<file path="src/rtl/scs1_pkg.sv">
// Shared types, constants and code tables for the scancode set 1 decoder.
package scs1_pkg;

    localparam int unsigned QUEUE_DEPTH = 2;

    localparam logic [7:0] SC_RELEASE_BIT = 8'h80;
    localparam logic [7:0] SC_CODE_MASK   = 8'h7F;
    localparam logic [7:0] SC_PREFIX_E0   = 8'hE0;
    localparam logic [7:0] SC_PREFIX_E1   = 8'hE1;
    localparam logic [7:0] SC_FAKE_LSHIFT = 8'h2A;
    localparam logic [7:0] SC_FAKE_RSHIFT = 8'h36;
    localparam logic [7:0] SC_PAUSE_FIRST = 8'h1D;
    localparam logic [7:0] SC_PAUSE_LAST  = 8'h45;

    localparam logic [6:0] KEY_NONE    = 7'd0;
    localparam logic [6:0] KEY_LBRACE  = 7'd8;
    localparam logic [6:0] KEY_LBRACK  = 7'd9;
    localparam logic [6:0] KEY_RBRACK  = 7'd10;
    localparam logic [6:0] KEY_RBRACE  = 7'd11;
    localparam logic [6:0] KEY_LSHIFT  = 7'd42;
    localparam logic [6:0] KEY_RSHIFT  = 7'd54;
    localparam logic [6:0] KEY_ALTGR   = 7'd100;
    localparam logic [6:0] KEY_PAUSE   = 7'd119;

    localparam logic [2:0] TOK_LOWER    = 3'd0;
    localparam logic [2:0] TOK_UPPER    = 3'd1;
    localparam logic [2:0] TOK_LBRACKET = 3'd2;
    localparam logic [2:0] TOK_RBRACKET = 3'd3;
    localparam logic [2:0] TOK_LBRACE   = 3'd4;
    localparam logic [2:0] TOK_RBRACE   = 3'd5;

    typedef struct packed {
        logic [6:0] key;
        logic       rel;
    } scs1_evt_t;

    function automatic logic [6:0] plain_key(input logic [6:0] code);
        logic [6:0] key;
        case (code) inside
            [7'd1:7'd82]: key = code;
            7'd83:        key = 7'd84;
            [7'd86:7'd88]: key = code;
            default:      key = KEY_NONE;
        endcase
        return key;
    endfunction

    function automatic logic [6:0] ext_key(input logic [7:0] code);
        logic [6:0] key;
        case (code)
            8'd29:   key = 7'd97;
            8'd56:   key = 7'd100;
            8'd71:   key = 7'd102;
            8'd72:   key = 7'd103;
            8'd73:   key = 7'd104;
            8'd75:   key = 7'd105;
            8'd77:   key = 7'd106;
            8'd79:   key = 7'd107;
            8'd80:   key = 7'd108;
            8'd81:   key = 7'd109;
            8'd82:   key = 7'd110;
            8'd83:   key = 7'd111;
            default: key = KEY_NONE;
        endcase
        return key;
    endfunction

endpackage

</file>
<file path="src/rtl/scs1_front.sv">
// Front end: prefix tracking, release detection and keycode lookup per byte.
module scs1_front (
    input  logic                 aclk,
    input  logic                 aresetn,
    input  logic                 byte_take,
    input  logic [7:0]           scan_byte,
    output logic                 evt_push,
    output scs1_pkg::scs1_evt_t  evt
);

    typedef enum logic [1:0] {
        E1_IDLE,
        E1_SEEN,
        E1_FIRST
    } e1_stage_t;

    logic       e0_reg, e0_next;
    e1_stage_t  e1_stage_reg, e1_stage_next;
    logic [7:0] e1_first_reg, e1_first_next;

    logic       e1_busy;
    logic       strip;
    logic [7:0] code;
    logic [6:0] key;

    assign e1_busy = (e1_stage_reg == E1_SEEN) || (e1_stage_reg == E1_FIRST);
    assign strip   = ((scan_byte & scs1_pkg::SC_RELEASE_BIT) != 8'h00)
                  && (e1_busy || scan_byte != scs1_pkg::SC_PREFIX_E1)
                  && (e0_reg || scan_byte != scs1_pkg::SC_PREFIX_E0);
    assign code    = strip ? (scan_byte & scs1_pkg::SC_CODE_MASK) : scan_byte;

    always_comb begin
        e0_next       = e0_reg;
        e1_stage_next = e1_stage_reg;
        e1_first_next = e1_first_reg;
        key           = scs1_pkg::KEY_NONE;
        if (e0_reg) begin
            if (code != scs1_pkg::SC_FAKE_LSHIFT && code != scs1_pkg::SC_FAKE_RSHIFT) begin
                key = scs1_pkg::ext_key(code);
            end
            e0_next = 1'b0;
        end else begin
            case (e1_stage_reg)
                E1_FIRST: begin
                    if (e1_first_reg == scs1_pkg::SC_PAUSE_FIRST
                        && code == scs1_pkg::SC_PAUSE_LAST) begin
                        key = scs1_pkg::KEY_PAUSE;
                    end
                    e1_stage_next = E1_IDLE;
                end
                E1_SEEN: begin
                    e1_first_next = code;
                    e1_stage_next = E1_FIRST;
                end
                default: begin
                    if (code == scs1_pkg::SC_PREFIX_E0) begin
                        e0_next = 1'b1;
                    end else if (code == scs1_pkg::SC_PREFIX_E1) begin
                        e1_stage_next = E1_SEEN;
                    end else if (code[7] == 1'b0) begin
                        key = scs1_pkg::plain_key(code[6:0]);
                    end
                end
            endcase
        end
    end

    always_ff @(posedge aclk) begin
        if (!aresetn) begin
            e0_reg       <= 1'b0;
            e1_stage_reg <= E1_IDLE;
            e1_first_reg <= 8'h00;
        end else if (byte_take) begin
            e0_reg       <= e0_next;
            e1_stage_reg <= e1_stage_next;
            e1_first_reg <= e1_first_next;
        end
    end

    assign evt_push = byte_take && (key != scs1_pkg::KEY_NONE);
    assign evt.key  = key;
    assign evt.rel  = strip;

endmodule

</file>
<file path="src/rtl/scs1_queue.sv">
// Small event queue between the front and back ends.
module scs1_queue #(
    parameter int unsigned DEPTH = scs1_pkg::QUEUE_DEPTH
) (
    input  logic                 aclk,
    input  logic                 aresetn,
    input  logic                 push,
    input  scs1_pkg::scs1_evt_t  push_evt,
    input  logic                 pop,
    output scs1_pkg::scs1_evt_t  head_evt,
    output logic                 empty,
    output logic                 full
);

    localparam int unsigned PTR_W = (DEPTH > 1) ? $clog2(DEPTH) : 1;
    localparam int unsigned CNT_W = $clog2(DEPTH + 1);
    localparam logic [PTR_W-1:0] PTR_LAST = PTR_W'(DEPTH - 1);

    scs1_pkg::scs1_evt_t mem [DEPTH];

    logic [PTR_W-1:0] wr_ptr_reg, rd_ptr_reg;
    logic [CNT_W-1:0] count_reg, count_next;

    assign empty    = (count_reg == '0);
    assign full     = (count_reg == CNT_W'(DEPTH));
    assign head_evt = mem[rd_ptr_reg];

    always_comb begin
        count_next = count_reg;
        if (push && !pop) begin
            count_next = count_reg + CNT_W'(1);
        end else if (pop && !push) begin
            count_next = count_reg - CNT_W'(1);
        end
    end

    always_ff @(posedge aclk) begin
        if (push) begin
            mem[wr_ptr_reg] <= push_evt;
        end
    end

    always_ff @(posedge aclk) begin
        if (!aresetn) begin
            wr_ptr_reg <= '0;
            rd_ptr_reg <= '0;
            count_reg  <= '0;
        end else begin
            count_reg <= count_next;
            if (push) begin
                wr_ptr_reg <= (wr_ptr_reg == PTR_LAST) ? '0 : wr_ptr_reg + PTR_W'(1);
            end
            if (pop) begin
                rd_ptr_reg <= (rd_ptr_reg == PTR_LAST) ? '0 : rd_ptr_reg + PTR_W'(1);
            end
        end
    end

endmodule

</file>
<file path="src/rtl/scs1_back.sv">
// Back end: held-key map, token class and the output register.
module scs1_back (
    input  logic                 aclk,
    input  logic                 aresetn,
    input  scs1_pkg::scs1_evt_t  head_evt,
    input  logic                 q_empty,
    output logic                 q_pop,
    output logic                 m_valid,
    input  logic                 m_ready,
    output logic [6:0]           m_key_number,
    output logic                 m_is_release,
    output logic [2:0]           m_token_class
);

    logic [127:0] held_reg;
    logic         valid_reg;
    logic [6:0]   key_reg;
    logic         rel_reg;
    logic [2:0]   cls_reg, cls_next;

    assign q_pop = !q_empty && (!valid_reg || m_ready);

    always_comb begin
        cls_next = scs1_pkg::TOK_LOWER;
        if (held_reg[scs1_pkg::KEY_LSHIFT] || held_reg[scs1_pkg::KEY_RSHIFT]) begin
            cls_next = scs1_pkg::TOK_UPPER;
        end else if (held_reg[scs1_pkg::KEY_ALTGR]) begin
            case (head_evt.key)
                scs1_pkg::KEY_LBRACK: cls_next = scs1_pkg::TOK_LBRACKET;
                scs1_pkg::KEY_RBRACK: cls_next = scs1_pkg::TOK_RBRACKET;
                scs1_pkg::KEY_LBRACE: cls_next = scs1_pkg::TOK_LBRACE;
                scs1_pkg::KEY_RBRACE: cls_next = scs1_pkg::TOK_RBRACE;
                default:              cls_next = scs1_pkg::TOK_LOWER;
            endcase
        end
    end

    always_ff @(posedge aclk) begin
        if (!aresetn) begin
            held_reg  <= '0;
            valid_reg <= 1'b0;
        end else begin
            if (q_pop) begin
                held_reg[head_evt.key] <= !head_evt.rel;
                valid_reg              <= 1'b1;
            end else if (m_ready) begin
                valid_reg <= 1'b0;
            end
        end
    end

    always_ff @(posedge aclk) begin
        if (q_pop) begin
            key_reg <= head_evt.key;
            rel_reg <= head_evt.rel;
            cls_reg <= cls_next;
        end
    end

    assign m_valid       = valid_reg;
    assign m_key_number  = key_reg;
    assign m_is_release  = rel_reg;
    assign m_token_class = cls_reg;

endmodule

</file>
<file path="src/rtl/scancode_set1_decoder.sv">
// Scancode set 1 decoder top level: front end, event queue and back end.
//
// Input channel s_*: one scancode byte per beat (s_scan_byte). Bytes that
// only advance a prefix sequence, fake-shift bytes after E0 and unmapped
// codes produce no result beat.
// Output channel m_*: one beat per key event with m_key_number,
// m_is_release and m_token_class.
// Throughput: one byte per cycle, sustained while m_ready stays high.
// A result beat is written into the event queue by the edge that takes its
// last byte, then loaded from the queue head into the output register.
// s_ready falls only when the QUEUE_DEPTH-entry event queue is full, which
// happens after the receiver holds m_ready low; bytes keep flowing into the
// queue while one finished result waits at the output.
// Reset (aresetn low at a clock edge): prefix state cleared, no keys held,
// queue emptied, m_valid low. No warm-up cycles after reset.
module scancode_set1_decoder #(
    parameter int unsigned QUEUE_DEPTH = scs1_pkg::QUEUE_DEPTH
) (
    input  logic       aclk,
    input  logic       aresetn,
    input  logic       s_valid,
    output logic       s_ready,
    input  logic [7:0] s_scan_byte,
    output logic       m_valid,
    input  logic       m_ready,
    output logic [6:0] m_key_number,
    output logic       m_is_release,
    output logic [2:0] m_token_class
);

    logic                q_full, q_empty, q_pop, evt_push, byte_take;
    scs1_pkg::scs1_evt_t push_evt, head_evt;

    assign s_ready   = !q_full;
    assign byte_take = s_valid && s_ready;

    scs1_front u_front (
        .aclk      (aclk),
        .aresetn   (aresetn),
        .byte_take (byte_take),
        .scan_byte (s_scan_byte),
        .evt_push  (evt_push),
        .evt       (push_evt)
    );

    scs1_queue #(
        .DEPTH (QUEUE_DEPTH)
    ) u_queue (
        .aclk     (aclk),
        .aresetn  (aresetn),
        .push     (evt_push),
        .push_evt (push_evt),
        .pop      (q_pop),
        .head_evt (head_evt),
        .empty    (q_empty),
        .full     (q_full)
    );

    scs1_back u_back (
        .aclk          (aclk),
        .aresetn       (aresetn),
        .head_evt      (head_evt),
        .q_empty       (q_empty),
        .q_pop         (q_pop),
        .m_valid       (m_valid),
        .m_ready       (m_ready),
        .m_key_number  (m_key_number),
        .m_is_release  (m_is_release),
        .m_token_class (m_token_class)
    );

`ifndef SYNTHESIS
    a_bracket_key: assert property (@(posedge aclk) disable iff (!aresetn)
        m_valid && m_token_class != scs1_pkg::TOK_LOWER
            && m_token_class != scs1_pkg::TOK_UPPER
        |-> m_key_number >= scs1_pkg::KEY_LBRACE && m_key_number <= scs1_pkg::KEY_RBRACE)
        else $error("bracket class on a non-bracket key");

    a_key_nonzero: assert property (@(posedge aclk) disable iff (!aresetn)
        m_valid |-> m_key_number != scs1_pkg::KEY_NONE)
        else $error("result beat with keycode zero");

    a_reset_idle: assert property (@(posedge aclk)
        aresetn && $past(!aresetn) |-> !m_valid && s_ready)
        else $error("outputs not idle after reset");
`endif

endmodule

</file>
<file path="config.mk">
export PLATFORM = sky130hd
export DESIGN_NAME = scancode_set1_decoder
export DESIGN_NICKNAME = d
export VERILOG_FILES = /design/src/rtl/scs1_pkg.sv /design/src/rtl/scs1_front.sv /design/src/rtl/scs1_queue.sv /design/src/rtl/scs1_back.sv /design/src/rtl/scancode_set1_decoder.sv
export SDC_FILE = /design/constraint.sdc
export NUM_CORES = 1
export LEC_CHECK = 0
export ABC_AREA = 1
export BUFFER_PORTS_ARGS = -buffer_cell sky130_fd_sc_hd__buf_2
export CAP_MARGIN = 10
export CORE_MARGIN = 4
export CORE_UTILIZATION = 38
export CTS_CLUSTER_DIAMETER = 50
export CTS_CLUSTER_SIZE = 24
export DETAILED_ROUTE_END_ITERATION = 6
export SETUP_SLACK_MARGIN = 0.02
export SLEW_MARGIN = 30
export SYNTH_ARGS = -nofsm -noshare
export SYNTH_HDL_FRONTEND = slang
export SYNTH_SLANG_ARGS = --single-unit
</file>
<file path="constraint.sdc">
create_clock -name aclk -period 3.7 [get_ports aclk]
set_clock_uncertainty 0.2 [all_clocks]
set_input_delay 0 -clock aclk [delete_from_list [all_inputs] [get_ports aclk]]
set_output_delay 0 -clock aclk [all_outputs]
set_load 0.05 [all_outputs]
</file>
Word-level counts from Yosys, hierarchy flattened
Memory sizes are Yosys's and may differ from the RTL's. A register that Yosys moved wholly into a read port is not among the register bits.
Index checks and enable logic that the tools add are counted.

operators by class
  magnitude comparators = 6
  add/subtract/negate cells = 4
  eq/ne operators = 29
  mux-type cells = 33
  reductions and logical operators = 32
  bitwise operators = 2

operator list
  cell                                                                                 count
  128-bit bitwise mux                                                                  1
  8-bit by 7-bit == test with 1-bit output, second input constant                      11
  7-bit case mux with 12 select lines                                                  1
  7-bit two-way mux                                                                    9
  7-bit by 4-bit == test with 1-bit output, second input constant                      4
  8-bit by 5-bit == test with 1-bit output, second input constant                      2
  8-bit == test, second input constant                                                 2
  8-bit by 6-bit != test with 1-bit output, second input constant                      2
  8-bit != test, second input constant                                                 2
  7-bit by 1-bit greater-or-equal comparator with 1-bit output, second input constant  2
  7-bit <= comparator, second input constant                                           2
  7-bit case mux with 2 select lines                                                   1
  1-bit two-way mux                                                                    13
  1-bit logical AND                                                                    12
  3-bit case mux with 4 select lines                                                   1
  8-bit by 6-bit == test with 1-bit output, second input constant                      1
  7-bit by 8-bit < comparator with 1-bit output, second input constant                 1
  2-bit two-way mux                                                                    4
  8-bit two-way mux                                                                    1
  1-bit demux with 7-bit select                                                        1
  7-bit == test, second input constant                                                 1
  7-bit greater-or-equal comparator, second input constant                             1
  7-bit nonzero test                                                                   1
  1-bit zero test                                                                      6
  other kinds (15)                                                                     24

word-level totals
  register bits = 155
  RAM bits = 16
  output and inout bits = 13
  bits of input ports = 12
  logic and storage cells = 119
  memories = 1

memory list
  memory       words  bits a word  rd ports  clocked after memory_dff  wr ports  line              RTL
  u_queue.mem  2      8            1         1                         1         scs1_queue.sv:19  scs1_pkg::scs1_evt_t mem [DEPTH];

Logic depth before layout (Yosys ltp)
  depth after elaboration = 22
  depth in mapped cells = 21

Cells and area by module
Synthesis repeated with hierarchy kept, for this count alone.

second synthesis, totals
  cells, all modules = 312
  area total of the unflattened synthesis = 2,555.0 um^2

modules (own cells, without submodules)
  module                 area each (um^2)  cells each  instances
  scs1_front             1,063.5           180         1
  scs1_queue             804.5             58          1
  scs1_back              673.1             71          1
  scancode_set1_decoder  13.8              3           1

Worst setup path before layout
OpenSTA, ideal clock, no wires.

  path kind = reg-to-reg
  start point = register u_back.valid_reg (netlist: u_back.m_valid)
  end point = register u_queue.count_reg[1]
  path buffers = 0
  clock period less this slack = 2.589 ns
  cell stages (with the launch flop) = 10
  arrival = 2.267 ns
  setup slack = 1.111 ns
  cell sequence = dfxtp_1 -> inv_1 -> nor2_1 -> a21oi_1 -> inv_1 -> ha_1 -> a21oi_1 -> o21ai_0 -> o21ai_0 -> a21oi_1

between the ends
  longest elaborated chain between the ends = 6
  elaborated cells between the ends (all ways) = 8

RTL lines
  element                                                         line                         RTL
  from (decl)                                                     scs1_back.sv:16              logic valid_reg;
  from (signal assigned)                                          scs1_back.sv:41              valid_reg <= 1'b0;
  from (signal assigned)                                          scs1_back.sv:45              valid_reg <= 1'b1;
  from (signal assigned)                                          scs1_back.sv:47              valid_reg <= 1'b0;
  1-bit zero test *                                               scs1_back.sv:21              assign q_pop = !q_empty && (!valid_reg || m_ready);
  1-bit logical OR *                                              scs1_back.sv:21
  1-bit logical AND *                                             scs1_back.sv:21
  net q_pop                                                       scancode_set1_decoder.sv:31  logic q_full, q_empty, q_pop, evt_push, byte_take;
  1-bit zero test                                                 scs1_queue.sv:30             if (push && !pop) begin
  1-bit logical AND                                               scs1_queue.sv:30
  2-bit two-way mux / 2-bit nonzero test (equally long branches)  --
  to (signal assigned)                                            scs1_queue.sv:49             count_reg <= count_next;
  to (decl)                                                       scs1_queue.sv:22             logic [CNT_W-1:0] count_reg, count_next;

The timed path passes the listed nets; every way through them passes the cells marked *.
A chain may end at the register's enable or synchronous reset.

==> results.md <==
- Status: finished, final reports clean
- Die Y: 89.2 µm
- Leading area contributor after synthesis: edfxtp_1
- Reg clk slew, reported paths: 0.09 ns
- Final setup fails: 0
- Pleak: 1.29 nW
- Post-route design area: 0.00296 mm²
- Htree depth: 2
- Die area: 0.00795 mm²
- Hold Crit Class: flip-flop to flip-flop
- Async S/R FF share, synth: 0%
- Share of cells above drive strength 1: 19.8%
- CP Max Fanout: 6
- PortBufs: 24
- Worst endpoint required time: 3.69 ns
- Final WL: 5150 µm
- Total power: 1.88 mW
- Gr usage total: 14.6%
- Startpoint types: flip-flop
- First-pass GRT wire length: 9030 µm
- Initial Util: 39.2%
- Worst IR Drop VDD: 0.350 mV
- Ys flop type: edfxtp_1
- Post-route ant nets: 0
- Worst path buffer plus inverter count: 2
- Syn Nets: 316
- Routed vias: 2,082
- Fmax: 354 MHz
- Multi-input gate area: 0.00108 mm²
- Final setup TNS: 0 ns
- Post_cts resized: 0
- Vias in the first global route: 2,043
- Post-DP HPWL: 3910 µm
- GPL Wtd Cong: 0.897
- Crit path max-delay cell type: ha_1
- Ant diodes: 0
- CP top delay family: simple AND/OR/NAND/NOR gates
- WS Path Type: flip-flop to flip-flop
- Die Width: 89.2 µm
- FF-to-FF Start: u_front.e1_stage_reg[0]
- Worst-path cell chain: inv_1 > ha_1 > nand3_1 > nand2_2 > nand2_4 > nand2_4 > nor2_4 > nand3_1 > nand3_2 > nor2_2 > nand3_2 > nand2_1 > inv_1 > ha_1 > a21oi_1 > o21ai_0 > o21ai_0 > a21oi_1
- P&R area growth vs syn: 18.3%
- Crit path launch: u_front.e1_stage_reg[0]
- Largest net degree at the start of global routing: 17
- Total gr overflow: 0
- Max_cap viols: 0
- Final worst path period share: 76.5%
- CTS max path bufs: 2
- Register area share after synthesis: 48.4%
- 1st-iter DRT viols: 113
- Mean area per synthesized cell: 8.32 µm²
- RSZ-0062 raised after global routing: false
- Post-Syn Area: 0.00250 mm²
- Clock sink count: 47
- Num ports: 25
- Max reg flops: 16
- Yosys Warn Count: 0
- Slowest stage delay, CP: 0.42 ns
- Count of different cell masters after synthesis: 34
- CTS tree: yes
- First-pass DRT Iterations: 4
- Antenna violations before repair: 0
- Hold path startpoint: u_queue.rd_ptr_reg
- Slew HR: 56.8%
- Final hold violations: 0
- Total area of sequential cells: 0.00121 mm²
- Pwr/cell area: 633 mW/mm²
- Post-route DRC: 0
- Synth Instances: 301
- Final Critical Period: 2.83 ns
- Synth top area cells: edfxtp_1 32%, dfxtp_1 16%, nand2_1 7.3%, nor2_1 5.2%, inv_1 5.1%
- Root Driver: clkbuf_8
- Num rows: 29
- Wirelength per Cell: 12.3 µm
- DR vias/cell: 4.96
- TritonCTS Buffers: 5
- Crit. End Element: flip-flop
- Clock Latency Late Sink: 0.30 ns
- Final Max Slew Viols: 0
- # placed instances: 397
- Crit path DAT: 2.82 ns
- Post-synth top area share: 32.4%
- Post-synth EDFFs: 27
- Nets@finish: 357
- Post-synthesis sequential element count: 47
- Fill count: 631
- Measured slew at the worst slew-check pin: 0.645 ns
- DP Area: 0.00267 mm²
- Final Non-Filler Cells: 420
- Core area: 0.00639 mm²
## layout make-up
class	count	area share, %
inverters	43	5.45
clock inverters	3	2.41
multi-input cells	205	36.3
repair buffers	40	9.37
clock buffers	5	2.32
flip-flops and latches	47	40.9
well taps	77	3.25
## cells by family (layout without fill, tap and decap cells)
| logic type | after synthesis | in the layout | synth area share (%) |
|---|---|---|---|
| AND/OR/NAND/NOR | 150 | 150 | 30.6 |
| AO/OA/AOI/OAI | 52 | 52 | 10.9 |
| buffers and inverters | 49 | 91 | 8.64 |
| adder cells (fa/ha/maj) | 3 | 3 | 1.50 |
| flip-flops | 47 | 47 | 48.4 |
## layer usage
| metal | GRT usage, % | up-vias | part of all wire (%) |
|---|---|---|---|
| met5 | 0 | - | 0 |
| li1 | - | 1081 | - |
| met2 | 26.2 | 38 | 51 |
| met1 | 16.7 | 957 | 44 |
| met4 | 5.41 | 0 | 1.4 |
| met3 | 3.59 | 6 | 3.8 |
## synth_stat cells (2+ instances only)
cell type / n
a211oi_1: 2
edfxtp_1: 27
or2_1: 4
nor3_1: 7
buf_6: 2
inv_2: 7
clkinv_1: 2
nand2_1: 49
inv_1: 34
nor2_2: 8
nor2_1: 35
a21oi_1: 23
nand4_1: 5
dfxtp_1: 20
or2_2: 2
o21ai_0: 23
ha_1: 3
nand3b_1: 2
nand2_4: 2
nand3_2: 6
buf_4: 2
nor2_4: 3
nand2_2: 3
nand3_1: 20
## final timing paths
kind	end	slack (ns)	cells past startpoint
max	u_queue.count_reg[1]	0.87	18
max reg2reg	u_queue.count_reg[1]	0.87	18
min	flip-flop	0.26	1
min reg2reg	flip-flop	0.26	1
## power breakdown
group	internal, mW	switching, mW	total, mW
clock	0.274	0.189	0.463
sequential	0.700	0.0406	0.741
combinational	0.168	0.505	0.673
## worst register-to-register path: stages, from the launching register on
cell and delay [ns]:
dfxtp_1 0.35, inv_1 0.06, ha_1 0.42, nand3_1 0.14, nand2_2 0.10, nand2_4 0.07, nand2_4 0.09, nor2_4 0.04
nand3_1 0.09, nand3_2 0.11, nor2_2 0.11, nand3_2 0.10, nand2_1 0.09, inv_1 0.04, ha_1 0.29, a21oi_1 0.11
o21ai_0 0.11, o21ai_0 0.15, a21oi_1 0.05
## placed cells by master (no fill, tap or decap), types with 3 or more instances in the layout
| master | n |
|---|---|
| nand2_1 | 49 |
| nor2_1 | 35 |
| inv_1 | 34 |
| edfxtp_1 | 27 |
| buf_2 | 24 |
| a21oi_1 | 23 |
| o21ai_0 | 23 |
| nand3_1 | 20 |
| dfxtp_1 | 20 |
| dlygate4sd3_1 | 15 |
| nor2_2 | 8 |
| inv_2 | 7 |
| nor3_1 | 7 |
| nand3_2 | 6 |
| nand4_1 | 5 |
| clkbuf_8 | 5 |
| or2_1 | 4 |
| nor2_4 | 3 |
| nand2_2 | 3 |
| ha_1 | 3 |
## metrics by stage
step                      setup slack (ns)  hold WS (ns)  util [%]
after floorplan                       1.11       -0.0616         -
after global placement               0.953         0.136      41.9
after detailed placement             0.887         0.123      41.9
after CTS                            0.874         0.261      46.4
after global routing                 0.576         0.280      46.4
final                                0.871         0.261      46.4
## repair_timing
item	in CTS	in global routing
hold buffers	15	0
endpoints found under the hold margin	22	0
buffers inserted	0	0
endpoints found under the setup margin	0	0
(Power assumes the default switching activity.)
